==> src/rtl/core/ydsbgr_pkg.sv <==
// ---------------------------------------------------------------------------
// YUYV downscale to BGR: shared package
// Register codes, field widths, reset values and the beat types passed
// between the sampler, the conversion lanes and the output merge.
// ---------------------------------------------------------------------------
package ydsbgr_pkg;

    // Configuration port
    localparam int CFG_IDX_W  = 2;
    localparam int CFG_DATA_W = 16;

    localparam logic [CFG_IDX_W-1:0] CFG_FRAME_WIDTH  = 2'd0;
    localparam logic [CFG_IDX_W-1:0] CFG_FRAME_HEIGHT = 2'd1;
    localparam logic [CFG_IDX_W-1:0] CFG_COLUMN_STEP  = 2'd2;
    localparam logic [CFG_IDX_W-1:0] CFG_ROW_STEP     = 2'd3;

    // Register field widths
    localparam int DIM_W  = 13;
    localparam int STEP_W = 16;

    // Register values after reset
    localparam logic [DIM_W-1:0]  RST_FRAME_WIDTH  = 13'd640;
    localparam logic [DIM_W-1:0]  RST_FRAME_HEIGHT = 13'd480;
    localparam logic [STEP_W-1:0] RST_COLUMN_STEP  = 16'd4096;
    localparam logic [STEP_W-1:0] RST_ROW_STEP     = 16'd4096;

    // Output queue sizing (power of two)
    localparam int QUEUE_DEPTH = 16;
    localparam int QA_W        = $clog2(QUEUE_DEPTH);
    localparam int QCNT_W      = $clog2(QUEUE_DEPTH + 1);

    // One pixel handed to a conversion lane
    typedef struct packed {
        logic       sel;
        logic [7:0] luma;
        logic [7:0] chroma_b;
        logic [7:0] chroma_r;
        logic       row_end;
        logic       frame_end;
    } t_lane_req;

    // One converted pixel
    typedef struct packed {
        logic [7:0] blue;
        logic [7:0] green;
        logic [7:0] red;
        logic       row_end;
        logic       frame_end;
    } t_pix;

    // Lane result
    typedef struct packed {
        logic sel;
        t_pix pix;
    } t_lane_rsp;

    // One output beat
    typedef struct packed {
        t_pix pix;
        logic last;
    } t_beat;

endpackage

==> src/rtl/core/ydsbgr_sampler.sv <==
// ---------------------------------------------------------------------------
// YUYV downscale to BGR: sampler
// Holds the configuration and the raster counters, decides which of the
// two pixels of a macropixel are sampled and registers them for the lanes.
// ---------------------------------------------------------------------------
module ydsbgr_sampler #(
    parameter int MAX_WIDTH      = 4096,
    parameter int MAX_HEIGHT     = 4096,
    parameter int STEP_FRAC_BITS = 12
) (
    input  logic                                i_clk,
    input  logic                                i_rst_n,
    input  logic                                i_cfg_we,
    input  logic [ydsbgr_pkg::CFG_IDX_W-1:0]    i_cfg_index,
    input  logic [ydsbgr_pkg::CFG_DATA_W-1:0]   i_cfg_data,
    input  logic                                i_accept,
    input  logic [7:0]                          i_luma_even,
    input  logic [7:0]                          i_chroma_blue,
    input  logic [7:0]                          i_luma_odd,
    input  logic [7:0]                          i_chroma_red,
    output logic [1:0]                          o_pick_cnt,
    output ydsbgr_pkg::t_lane_req               o_req_even,
    output ydsbgr_pkg::t_lane_req               o_req_odd
);

    localparam int STEP_SPAN = 2 ** (ydsbgr_pkg::STEP_W - STEP_FRAC_BITS);
    localparam int CI_W      = $clog2(MAX_WIDTH + STEP_SPAN);
    localparam int RI_W      = $clog2(MAX_HEIGHT + STEP_SPAN);
    localparam int CPOS_W    = CI_W + STEP_FRAC_BITS;
    localparam int RPOS_W    = RI_W + STEP_FRAC_BITS;
    localparam int COL_W     = $clog2(MAX_WIDTH);
    localparam int ROW_W     = (MAX_HEIGHT > 1) ? $clog2(MAX_HEIGHT) : 1;

    localparam logic [13:0] MAX_W14   = 14'(MAX_WIDTH);
    localparam logic [13:0] MAX_H14   = 14'(MAX_HEIGHT);
    localparam logic [16:0] STEP_ONE  = 17'(1 << STEP_FRAC_BITS);

    // Effective width: clamped to the supported range, rounded down to even.
    function automatic logic [CI_W-1:0] f_eff_width(input logic [ydsbgr_pkg::DIM_W-1:0] raw);
        logic [13:0] t;
        t = {1'b0, raw};
        if (t < 14'd2) t = 14'd2;
        if (t > MAX_W14) t = MAX_W14;
        t[0] = 1'b0;
        return CI_W'(t);
    endfunction

    // Effective height: clamped to the supported range.
    function automatic logic [RI_W-1:0] f_eff_height(input logic [ydsbgr_pkg::DIM_W-1:0] raw);
        logic [13:0] t;
        t = {1'b0, raw};
        if (t < 14'd1) t = 14'd1;
        if (t > MAX_H14) t = MAX_H14;
        return RI_W'(t);
    endfunction

    // Effective step: never below one source pixel.
    function automatic logic [16:0] f_eff_step(input logic [ydsbgr_pkg::STEP_W-1:0] raw);
        logic [16:0] t;
        t = {1'b0, raw};
        if (t < STEP_ONE) t = STEP_ONE;
        return t;
    endfunction

    // Configuration, kept in effective form
    logic [CI_W-1:0]   r_width;
    logic [RI_W-1:0]   r_height;
    logic [CPOS_W-1:0] r_cstep;
    logic [RPOS_W-1:0] r_rstep;

    // Raster state
    logic [COL_W-1:0]  r_col, n_col;
    logic [ROW_W-1:0]  r_row, n_row;
    logic [CPOS_W-1:0] r_cpos, n_cpos;
    logic [RPOS_W-1:0] r_rpos, n_rpos;

    // Sampling decision
    logic [CI_W-1:0]   col_x, col_x1, col_x2;
    logic [RI_W-1:0]   row_x1;
    logic [CPOS_W-1:0] pos_a, pos_mid, pos_b;
    logic [RPOS_W-1:0] rpos_step;
    logic              row_sel, sel0, sel1, rend0, rend1, fend_row, wrap;

    // Registered lane requests
    logic [1:0]        r_sel;
    logic [1:0]        r_rend, r_fend;
    logic [7:0]        r_luma0, r_luma1, r_cb, r_cr;

    // Configuration registers
    always_ff @(posedge i_clk) begin
        if (!i_rst_n) begin
            r_width  <= f_eff_width(ydsbgr_pkg::RST_FRAME_WIDTH);
            r_height <= f_eff_height(ydsbgr_pkg::RST_FRAME_HEIGHT);
            r_cstep  <= CPOS_W'(f_eff_step(ydsbgr_pkg::RST_COLUMN_STEP));
            r_rstep  <= RPOS_W'(f_eff_step(ydsbgr_pkg::RST_ROW_STEP));
        end else if (i_cfg_we) begin
            unique case (i_cfg_index)
                ydsbgr_pkg::CFG_FRAME_WIDTH: begin
                    r_width <= f_eff_width(i_cfg_data[ydsbgr_pkg::DIM_W-1:0]);
                end
                ydsbgr_pkg::CFG_FRAME_HEIGHT: begin
                    r_height <= f_eff_height(i_cfg_data[ydsbgr_pkg::DIM_W-1:0]);
                end
                ydsbgr_pkg::CFG_COLUMN_STEP: begin
                    r_cstep <= CPOS_W'(f_eff_step(i_cfg_data));
                end
                ydsbgr_pkg::CFG_ROW_STEP: begin
                    r_rstep <= RPOS_W'(f_eff_step(i_cfg_data));
                end
            endcase
        end
    end

    // Pick the sampled pixels and work out the next raster state.
    // A second sample in the same macropixel uses the position advanced by
    // the first one.
    always_comb begin
        col_x     = CI_W'(r_col);
        col_x1    = col_x + CI_W'(1);
        col_x2    = col_x + CI_W'(2);
        row_x1    = RI_W'(r_row) + RI_W'(1);
        row_sel   = (r_rpos[RPOS_W-1:STEP_FRAC_BITS] == RI_W'(r_row));
        sel0      = row_sel && (r_cpos[CPOS_W-1:STEP_FRAC_BITS] == col_x);
        pos_a     = r_cpos + r_cstep;
        pos_mid   = sel0 ? pos_a : r_cpos;
        sel1      = row_sel && (pos_mid[CPOS_W-1:STEP_FRAC_BITS] == col_x1);
        pos_b     = pos_mid + r_cstep;
        rpos_step = r_rpos + r_rstep;
        rend0     = (pos_a[CPOS_W-1:STEP_FRAC_BITS] >= r_width);
        rend1     = (pos_b[CPOS_W-1:STEP_FRAC_BITS] >= r_width);
        fend_row  = (rpos_step[RPOS_W-1:STEP_FRAC_BITS] >= r_height);
        wrap      = (col_x2 >= r_width);

        n_col  = COL_W'(col_x2);
        n_cpos = sel1 ? pos_b : pos_mid;
        n_row  = r_row;
        n_rpos = r_rpos;
        if (wrap) begin
            n_col  = '0;
            n_cpos = '0;
            if (row_sel) begin
                n_rpos = rpos_step;
            end
            if (row_x1 >= r_height) begin
                n_row  = '0;
                n_rpos = '0;
            end else begin
                n_row = ROW_W'(row_x1);
            end
        end

        o_pick_cnt = i_accept ? ({1'b0, sel0} + {1'b0, sel1}) : 2'd0;
    end

    // Raster state; any register write restarts the frame.
    always_ff @(posedge i_clk) begin
        if (!i_rst_n || i_cfg_we) begin
            r_col  <= '0;
            r_row  <= '0;
            r_cpos <= '0;
            r_rpos <= '0;
        end else if (i_accept) begin
            r_col  <= n_col;
            r_row  <= n_row;
            r_cpos <= n_cpos;
            r_rpos <= n_rpos;
        end
    end

    // Lane request valid bits
    always_ff @(posedge i_clk) begin
        if (!i_rst_n) begin
            r_sel <= '0;
        end else begin
            r_sel <= i_accept ? {sel1, sel0} : 2'b00;
        end
    end

    // Lane request payload
    always_ff @(posedge i_clk) begin
        r_luma0 <= i_luma_even;
        r_luma1 <= i_luma_odd;
        r_cb    <= i_chroma_blue;
        r_cr    <= i_chroma_red;
        r_rend  <= {rend1, rend0};
        r_fend  <= {rend1 && fend_row, rend0 && fend_row};
    end

    always_comb begin
        o_req_even.sel       = r_sel[0];
        o_req_even.luma      = r_luma0;
        o_req_even.chroma_b  = r_cb;
        o_req_even.chroma_r  = r_cr;
        o_req_even.row_end   = r_rend[0];
        o_req_even.frame_end = r_fend[0];
        o_req_odd.sel        = r_sel[1];
        o_req_odd.luma       = r_luma1;
        o_req_odd.chroma_b   = r_cb;
        o_req_odd.chroma_r   = r_cr;
        o_req_odd.row_end    = r_rend[1];
        o_req_odd.frame_end  = r_fend[1];
    end

endmodule

==> src/rtl/core/ydsbgr_lane.sv <==
// ---------------------------------------------------------------------------
// YUYV downscale to BGR: conversion lane
// Two-stage YUV to BGR conversion of one pixel: chroma products first,
// then the sums with clamping to 0..255.
// ---------------------------------------------------------------------------
module ydsbgr_lane #(
    parameter int COEF_FRAC_BITS = 16
) (
    input  logic                  i_clk,
    input  logic                  i_rst_n,
    input  ydsbgr_pkg::t_lane_req i_req,
    output ydsbgr_pkg::t_lane_rsp o_rsp
);

    // Coefficients rounded to nearest at elaboration
    localparam longint unsigned C_B  = ((64'd1770 << COEF_FRAC_BITS) + 64'd500) / 64'd1000;
    localparam longint unsigned C_GU = ((64'd343 << COEF_FRAC_BITS) + 64'd500) / 64'd1000;
    localparam longint unsigned C_GV = ((64'd714 << COEF_FRAC_BITS) + 64'd500) / 64'd1000;
    localparam longint unsigned C_R  = ((64'd1403 << COEF_FRAC_BITS) + 64'd500) / 64'd1000;

    localparam int KW = COEF_FRAC_BITS + 2;
    localparam int PW = KW + 9;

    localparam logic signed [KW-1:0] K_B  = KW'(C_B);
    localparam logic signed [KW-1:0] K_GU = KW'(C_GU);
    localparam logic signed [KW-1:0] K_GV = KW'(C_GV);
    localparam logic signed [KW-1:0] K_R  = KW'(C_R);

    // Floor to integer and clamp to 0..255.
    function automatic logic [7:0] f_clamp(input logic signed [PW-1:0] acc);
        priority if (acc[PW-1]) begin
            return 8'd0;
        end else if (|acc[PW-2:COEF_FRAC_BITS+8]) begin
            return 8'd255;
        end else begin
            return acc[COEF_FRAC_BITS+7:COEF_FRAC_BITS];
        end
    endfunction

    logic signed [8:0]    du, dv;
    logic signed [PW-1:0] base, pb, pgu, pgv, pr;
    logic signed [PW-1:0] acc_b, acc_g, acc_r;

    logic                 r_a_sel;
    logic signed [PW-1:0] r_a_base, r_a_pb, r_a_pgu, r_a_pgv, r_a_pr;
    logic                 r_a_rend, r_a_fend;

    logic                 r_b_sel;
    ydsbgr_pkg::t_pix     r_b_pix;

    // Stage A: centered chroma times each coefficient
    always_comb begin
        du   = $signed({1'b0, i_req.chroma_b}) - 9'sd128;
        dv   = $signed({1'b0, i_req.chroma_r}) - 9'sd128;
        base = $signed(PW'({i_req.luma, {COEF_FRAC_BITS{1'b0}}}));
        pb   = PW'(K_B) * PW'(du);
        pgu  = PW'(K_GU) * PW'(du);
        pgv  = PW'(K_GV) * PW'(dv);
        pr   = PW'(K_R) * PW'(dv);
    end

    always_ff @(posedge i_clk) begin
        if (!i_rst_n) begin
            r_a_sel <= 1'b0;
        end else begin
            r_a_sel <= i_req.sel;
        end
    end

    always_ff @(posedge i_clk) begin
        r_a_base <= base;
        r_a_pb   <= pb;
        r_a_pgu  <= pgu;
        r_a_pgv  <= pgv;
        r_a_pr   <= pr;
        r_a_rend <= i_req.row_end;
        r_a_fend <= i_req.frame_end;
    end

    // Stage B: sums and clamp
    always_comb begin
        acc_b = r_a_base + r_a_pb;
        acc_g = r_a_base - r_a_pgu - r_a_pgv;
        acc_r = r_a_base + r_a_pr;
    end

    always_ff @(posedge i_clk) begin
        if (!i_rst_n) begin
            r_b_sel <= 1'b0;
        end else begin
            r_b_sel <= r_a_sel;
        end
    end

    always_ff @(posedge i_clk) begin
        r_b_pix.blue      <= f_clamp(acc_b);
        r_b_pix.green     <= f_clamp(acc_g);
        r_b_pix.red       <= f_clamp(acc_r);
        r_b_pix.row_end   <= r_a_rend;
        r_b_pix.frame_end <= r_a_fend;
    end

    assign o_rsp.sel = r_b_sel;
    assign o_rsp.pix = r_b_pix;

endmodule

==> src/rtl/core/ydsbgr_merge.sv <==
// ---------------------------------------------------------------------------
// YUYV downscale to BGR: output merge
// Writes the results of both lanes into a queue in pixel order, marks the
// final beat of each macropixel, and drives the output register. Slots are
// reserved when an item is accepted, so the queue never overflows.
// ---------------------------------------------------------------------------
module ydsbgr_merge (
    input  logic                  i_clk,
    input  logic                  i_rst_n,
    input  logic [1:0]            i_pick_cnt,
    input  ydsbgr_pkg::t_lane_rsp i_rsp_even,
    input  ydsbgr_pkg::t_lane_rsp i_rsp_odd,
    input  logic                  i_out_stall,
    output logic                  o_busy,
    output logic                  o_out_valid,
    output ydsbgr_pkg::t_beat     o_beat
);

    localparam int QD  = ydsbgr_pkg::QUEUE_DEPTH;
    localparam int QAW = ydsbgr_pkg::QA_W;
    localparam int QCW = ydsbgr_pkg::QCNT_W;

    ydsbgr_pkg::t_beat r_q [QD];
    logic [QAW-1:0]    r_wp, r_rp, wp1;
    logic [QCW-1:0]    r_qcnt, r_used;
    logic [1:0]        n_wr;
    logic              load, out_acc;
    ydsbgr_pkg::t_beat beat_a, beat_b;
    logic              r_out_valid;
    ydsbgr_pkg::t_beat r_out;

    // Order the lane results: even pixel first, last flag on the final one.
    always_comb begin
        n_wr        = {1'b0, i_rsp_even.sel} + {1'b0, i_rsp_odd.sel};
        beat_a.pix  = i_rsp_even.sel ? i_rsp_even.pix : i_rsp_odd.pix;
        beat_a.last = !(i_rsp_even.sel && i_rsp_odd.sel);
        beat_b.pix  = i_rsp_odd.pix;
        beat_b.last = 1'b1;
        wp1         = r_wp + QAW'(1);
        out_acc     = r_out_valid && !i_out_stall;
        load        = (r_qcnt != '0) && (!r_out_valid || !i_out_stall);
        o_busy      = (r_used > QCW'(QD - 2));
    end

    // Queue storage
    always_ff @(posedge i_clk) begin
        if (n_wr != 2'd0) begin
            r_q[r_wp] <= beat_a;
        end
        if (n_wr == 2'd2) begin
            r_q[wp1] <= beat_b;
        end
    end

    // Pointers, fill count and reserved slots
    always_ff @(posedge i_clk) begin
        if (!i_rst_n) begin
            r_wp   <= '0;
            r_rp   <= '0;
            r_qcnt <= '0;
            r_used <= '0;
        end else begin
            r_wp   <= r_wp + QAW'(n_wr);
            r_rp   <= r_rp + QAW'(load);
            r_qcnt <= r_qcnt + QCW'(n_wr) - QCW'(load);
            r_used <= r_used + QCW'(i_pick_cnt) - QCW'(out_acc);
        end
    end

    // Output register
    always_ff @(posedge i_clk) begin
        if (!i_rst_n) begin
            r_out_valid <= 1'b0;
        end else if (load) begin
            r_out_valid <= 1'b1;
        end else if (!i_out_stall) begin
            r_out_valid <= 1'b0;
        end
    end

    always_ff @(posedge i_clk) begin
        if (load) begin
            r_out <= r_q[r_rp];
        end
    end

    assign o_out_valid = r_out_valid;
    assign o_beat      = r_out;

endmodule

==> src/rtl/core/yuyv_downscale_to_bgr_core.sv <==
// ---------------------------------------------------------------------------
// YUYV downscale to BGR core
// Nearest-neighbor downscaler and YUV to BGR converter for a raster stream
// of YUYV macropixels.
// ---------------------------------------------------------------------------
// Usage:
//   Input channel: one beat per YUYV macropixel in raster order, taken at a
//   clock edge with i_in_valid high and o_in_stall low. Output channel: one
//   beat per sampled pixel (even pixel first), taken with o_out_valid high
//   and i_out_stall low; o_last marks the final beat of a macropixel.
//   Configuration: a write with i_cfg_valid high is taken at once
//   (o_cfg_ready stays high); every write restarts the frame. Write only
//   while no results are pending.
//   Path: a sampled pixel passes the sampler register, both stages of its
//   lane, the result queue and the output register on its way out.
//   Throughput: the two pixels go through two conversion lanes side by
//   side, and the output register moves one beat a cycle while i_out_stall
//   is low; new macropixels are taken while earlier ones are still in flight.
//   Stall: a 16-entry result queue absorbs backpressure; o_in_stall rises
//   when its free slots could not hold two more results.
//   Reset: synchronous, active low; registers return to 640 x 480 at unit
//   steps, the raster position to the frame start, and the queue empties.
// ---------------------------------------------------------------------------
module yuyv_downscale_to_bgr_core #(
    parameter int MAX_WIDTH      = 4096,
    parameter int MAX_HEIGHT     = 4096,
    parameter int STEP_FRAC_BITS = 12,
    parameter int COEF_FRAC_BITS = 16
) (
    input  logic                              i_clk,
    input  logic                              i_rst_n,
    // Configuration write channel
    input  logic                              i_cfg_valid,
    output logic                              o_cfg_ready,
    input  logic [ydsbgr_pkg::CFG_IDX_W-1:0]  i_cfg_index,
    input  logic [ydsbgr_pkg::CFG_DATA_W-1:0] i_cfg_data,
    // Macropixel input
    input  logic                              i_in_valid,
    output logic                              o_in_stall,
    input  logic [7:0]                        i_luma_even,
    input  logic [7:0]                        i_chroma_blue,
    input  logic [7:0]                        i_luma_odd,
    input  logic [7:0]                        i_chroma_red,
    // Pixel output
    output logic                              o_out_valid,
    input  logic                              i_out_stall,
    output logic [7:0]                        o_blue,
    output logic [7:0]                        o_green,
    output logic [7:0]                        o_red,
    output logic                              o_last,
    output logic                              o_row_end,
    output logic                              o_frame_end
);

    logic                  accept, cfg_we, busy;
    logic [1:0]            pick_cnt;
    ydsbgr_pkg::t_lane_req req_even, req_odd;
    ydsbgr_pkg::t_lane_rsp rsp_even, rsp_odd;
    ydsbgr_pkg::t_beat     beat;

    // Handshakes
    assign o_cfg_ready = 1'b1;
    assign cfg_we      = i_cfg_valid && o_cfg_ready;
    assign o_in_stall  = busy;
    assign accept      = i_in_valid && !busy;

    // Raster tracking and pixel selection
    ydsbgr_sampler #(
        .MAX_WIDTH      (MAX_WIDTH),
        .MAX_HEIGHT     (MAX_HEIGHT),
        .STEP_FRAC_BITS (STEP_FRAC_BITS)
    ) u_sampler (
        .i_clk         (i_clk),
        .i_rst_n       (i_rst_n),
        .i_cfg_we      (cfg_we),
        .i_cfg_index   (i_cfg_index),
        .i_cfg_data    (i_cfg_data),
        .i_accept      (accept),
        .i_luma_even   (i_luma_even),
        .i_chroma_blue (i_chroma_blue),
        .i_luma_odd    (i_luma_odd),
        .i_chroma_red  (i_chroma_red),
        .o_pick_cnt    (pick_cnt),
        .o_req_even    (req_even),
        .o_req_odd     (req_odd)
    );

    // Conversion lanes for the even and the odd pixel
    ydsbgr_lane #(
        .COEF_FRAC_BITS (COEF_FRAC_BITS)
    ) u_lane_even (
        .i_clk   (i_clk),
        .i_rst_n (i_rst_n),
        .i_req   (req_even),
        .o_rsp   (rsp_even)
    );

    ydsbgr_lane #(
        .COEF_FRAC_BITS (COEF_FRAC_BITS)
    ) u_lane_odd (
        .i_clk   (i_clk),
        .i_rst_n (i_rst_n),
        .i_req   (req_odd),
        .o_rsp   (rsp_odd)
    );

    // Ordering, queueing and output register
    ydsbgr_merge u_merge (
        .i_clk       (i_clk),
        .i_rst_n     (i_rst_n),
        .i_pick_cnt  (pick_cnt),
        .i_rsp_even  (rsp_even),
        .i_rsp_odd   (rsp_odd),
        .i_out_stall (i_out_stall),
        .o_busy      (busy),
        .o_out_valid (o_out_valid),
        .o_beat      (beat)
    );

    assign o_blue      = beat.pix.blue;
    assign o_green     = beat.pix.green;
    assign o_red       = beat.pix.red;
    assign o_last      = beat.last;
    assign o_row_end   = beat.pix.row_end;
    assign o_frame_end = beat.pix.frame_end;

endmodule

==> config.mk <==
export PLATFORM = sky130hd
export DESIGN_NAME = yuyv_downscale_to_bgr_core
export DESIGN_NICKNAME = d
export VERILOG_FILES = /design/src/rtl/core/ydsbgr_pkg.sv /design/src/rtl/core/ydsbgr_sampler.sv /design/src/rtl/core/ydsbgr_lane.sv /design/src/rtl/core/ydsbgr_merge.sv /design/src/rtl/core/yuyv_downscale_to_bgr_core.sv
export SDC_FILE = /design/constraint.sdc
export NUM_CORES = 2
export LEC_CHECK = 0
export BUFFER_PORTS_ARGS = -buffer_cell sky130_fd_sc_hd__buf_2
export CORE_UTILIZATION = 35
export CTS_CLUSTER_SIZE = 10
export DETAILED_ROUTE_END_ITERATION = 6
export SLEW_MARGIN = 20
export SYNTH_ARGS = -nofsm -noshare
export SYNTH_HDL_FRONTEND = slang
export SYNTH_HIERARCHICAL = 1
export SYNTH_SLANG_ARGS = --single-unit
==> constraint.sdc <==
create_clock -name i_clk -period 6.35 [get_ports i_clk]
set_input_delay 0.635 -clock i_clk [delete_from_list [all_inputs] [get_ports i_clk]]
set_output_delay 0.635 -clock i_clk [all_outputs]
set_load 0.02 [all_outputs]
==> impl_metrics.py <==
metrics = {
    "critical_path": {
        "slowest_delay_ns": 0.56,
        "startpoint_type": "register",
        "crit_arrival_ns": 6.54,
        "cp-end-kind": "register",
        "crit_slowest_cell": "or4_1",
        "cp_common_cell": "nor2b_1",
        "crit_required_ns": 6.89,
        "crit_fanout": 11,
        "crit_type": "reg2reg",
    },
    "global_routing": {
        "track_usage": 0.1880,
        "antenna_found_initial": 2,
        "grt_pass1_vias": 45620,
        "grt_overflow_total": 0,
        "grt_pass1_wl_um": 262400,
        "grt_max_degree": 84,
    },
    "timing": {
        "fin_crit_ns": 6.005,
        "timing.hold.ws_ns": 0.07224,
        "relSlewSlack": 0.2108,
        "finalSetupViolCount": 0,
        "fin_skew_ns": 0.07819,
        "worstMarginPinSlew_ns": 1.151,
        "finalHoldViolations": 0,
        "max_freq_mhz": 166.5,
        "period_share": 0.9456,
        "slew_violations": 0,
    },
    "route": {
        "wire_per_inst_um": 19.63,
        "drc": 0,
        "via_count": 45110,
        "drt.antenna.violating_nets": 0,
        "drt-initial-drc-count": 3122,
        "first_pass_iters": 6,
        "drt_wl_total_um": 168700,
        "drt-vias-per-instance": 5.248,
    },
    "cells_and_area": {
        "syn2layout_area_growth_pct": 11.06,
        "layout_commonest_cell": "ha_1",
        "drive_gt1_frac": 0.09411,
        "layoutNonFillerInstCount": 8596,
        "final_cell_mix": "ha_1, inv_1, nand2_1",
        "fin_nets": 7332,
        "utilization": 0.3922,
        "fillCellCount": 16920,
    },
    "clocking": {
        "cts_num_sinks": 868,
        "insertion_delay_ns": 0.77,
        "cts_made_buffers": 105,
        "clk_path_buf_depth": 3,
        "htreeDepth": 3,
        "cts_tree": "done",
        "root_buffer": "clkbuf_16",
        "clkTransAtPathRegs_ns": 0.06,
    },
    "pwr": {
        "power.combinational.fraction": 0.466,
        "power_w": 0.02535,
        "clkPwrFrac": 0.231,
        "cellPowerDensity_nw_per_um2": 370.6,
        "power.switching_w": 0.01017,
        "swShare": 0.4011,
        "pwr-share-seq": 0.303,
        "irDropWorstVdd_mv": 0.2820,
        "p_leak_nw": 28.67,
        "p_int_w": 0.01518,
    },
    "synthesis": {
        "synth-xor-area-share": 0.03681,
        "synth.area.mux_share": 0.04750,
        "synth-compound-area-share": 0.1289,
        "ys_seq_area_frac": 0.3541,
        "synthFlopType": "edfxtp_1",
        "synthAdderAreaFrac": 0.2547,
        "syn_area_sq_um": 61590,
        "syn_area_per_cell_sq_um": 10.02,
        "ys_types": 113,
        "synthArstFlopShare": 0,
        "ys_ff_latch": 868,
        "synthCells": 6146,
        "synth_edf_count": 443,
        "synthesis.nets": 7288,
        "yosys.area_share.simple": 0.1114,
        "synth_warnings": 6,
        "synth_top_family_by_area": "adder cells",
    },
    "placement": {
        "finalWeightedCongestion": 0.9008,
        "hpwlAfterDp_um": 121000,
        "placed_cells": 8381,
        "port_buffers": 83,
    },
    "floorplanning": {
        "die_h_um": 421.5,
        "start_util": 0.3531,
        "die_w_um": 421.5,
        "core_sq_um": 174400,
        "num_io_pins": 85,
        "row_count": 153,
        "dieArea_sq_um": 177600,
    },
    "hold_path": {
        "hold_class": "in2reg",
    },
    "run": {
        "drv_cap": 0,
    },
    "outcome": {
        "status": "finished clean",
    },
}
==> metal layers <==
| layer | part of all wire | GRT usage | wire, um | vias up |
|---|---|---|---|---|
| li1 | - | - | - | 21400 |
| met1 | 0.42 | 0.2408 | 71640 | 22000 |
| met2 | 0.48 | 0.3239 | 81460 | 1411 |
| met3 | 0.061 | 0.02584 | 10270 | 296 |
| met4 | 0.032 | 0.06333 | 5356 | 2 |
| met5 | 0.000077 | 0 | 13 | - |
==> sequential cells by signal (all words and copies together) (netlist names), 11 cells and up <==
name	flops
u_lane_even/o_rsp	26
u_lane_odd/o_rsp	26
u_merge/o_beat	27
u_merge/r_q	432
u_lane_even/r_a_pb	11
u_sampler/r_row	12
u_lane_even/r_a_pgv	25
u_lane_odd/r_a_pr	12
u_sampler/r_height	13
u_lane_even/r_a_pgu	25
u_sampler/r_rstep	16
u_lane_odd/r_a_pb	11
u_lane_even/r_a_pr	12
u_sampler/r_width	12
u_sampler/r_cpos	25
u_lane_odd/r_a_pgu	25
u_sampler/r_rpos	25
u_sampler/r_cstep	16
u_sampler/r_col	11
u_lane_odd/r_a_pgv	25
==> synthesized netlist by cell type, drive strengths merged (11+ instances only) <==
cell,n,area (sq um)
a211oi,28,220.2
o31ai,12,95.09
and3,44,276.5
edfxtp,443,13300
a31oi,28,175.2
nand3b,14,105.1
nand2,714,2680
and2,41,256.5
ha,809,10120
a21oi,212,1084
nor3b,11,82.58
nor3,87,466.7
o21a,69,525.5
xnor2,154,1349
o21bai,18,146.4
a21o,56,421.7
o211ai,36,270.3
buf,102,580.6
a211o,11,96.34
fa,278,5565
or3,31,193.9
a22oi,71,543.0
nand2b,34,212.7
nand3,90,455.4
a21boi,39,292.8
clkbuf,182,684.4
xor2,104,918.4
dfxtp,425,8508
nor2b,59,376.6
or2,42,262.8
o21ai,569,2848
nor4,16,106.4
inv,752,2823
nand4,34,212.7
mux4,108,2432
nor2,209,792.0
o22a,19,166.4
mux2i,47,470.5
and4,11,96.34
==> what timing repair did <==
| item | CTS | global route |
|---|---|---|
| setup endpoints to repair | 0 | 2 |
| hold buffers | 26 | 0 |
| setup buffers | 0 | 1 |
| gates resized for setup | 0 | 12 |
| hold endpoints to repair | 26 | 0 |
==> power by group through the flow <==
stage | registers [W] | clock network, W | logic [W]
final | 0.00769 | 0.00586 | 0.0118
after floorplan | 0.00716 | 0 | 0.00920
after global placement | 0.00778 | 0 | 0.0115
after detailed placement | 0.00779 | 0 | 0.0117
after CTS | 0.00767 | 0.00602 | 0.0119
after global routing | 0.00780 | 0.00622 | 0.0134
==> metrics by stage <==
step / setup slack, ns / cell area, sq um / setup TNS, ns
2_1_floorplan: 0.6065 / 61590 / 0
6_report: 0.3454 / 68400 / 0
5_1_grt: -0.02756 / 68400 / -0.02756
3_5_place_dp: 0.1292 / 64670 / 0
3_3_place_gp: 0.1514 / 64660 / 0
4_1_cts: 0.04699 / 68250 / 0
==> critical path: cells and delay by family (launching register included) <==
kind / cells / cell delay (ns)
compound gates: 13 / 2.57
simple gates: 10 / 1.68
fa+ha+maj: 3 / 0.73
flops: 1 / 0.36
buf+inv: 2 / 0.30
xor+xnor: 1 / 0.17
==> path summary, 6_finish.rpt <==
kind | cells past startpoint | from | to | slack (ns)
hold reg to reg | 0 | u_sampler/r_fend[0]$_DFF_P_ | u_lane_even/r_a_fend$_DFF_P_ | 0.32
hold / removal | 1 | i_chroma_blue[4] | u_sampler/r_cb[4]$_DFF_P_ | 0.07
setup / recovery | 29 | u_sampler/r_col[5]$_SDFFE_PP0P_ | u_sampler/r_fend[1]$_DFF_P_ | 0.35
setup reg to reg | 29 | u_sampler/r_col[5]$_SDFFE_PP0P_ | u_sampler/r_fend[1]$_DFF_P_ | 0.35
==> layout make-up <==
type	count	area [sq um]	area share
diodes	2	5.005	0.00007317
clock buffers	166	2948	0.04310
clock inverters	20	376.6	0.005506
inverters	755	2834	0.04143
multi-input cells	4239	35990	0.5261
flip-flops and latches	868	21820	0.3191
well taps	2325	2909	0.04253
repair buffers	221	1516	0.02217
==> cell families (layout without fill, tap and decap cells) <==
kind of cell	count (synthesis)	after routing
flip-flops	868	868
AO/OA/AOI/OAI	1269	1269
other	1	3
AND/OR/NAND/NOR	1467	1467
XOR/XNOR	258	258
adder cells (fa/ha/maj)	1087	1087
multiplexers	157	157
buffers and inverters	1039	1162
Power figures use the tool's default switching activity.
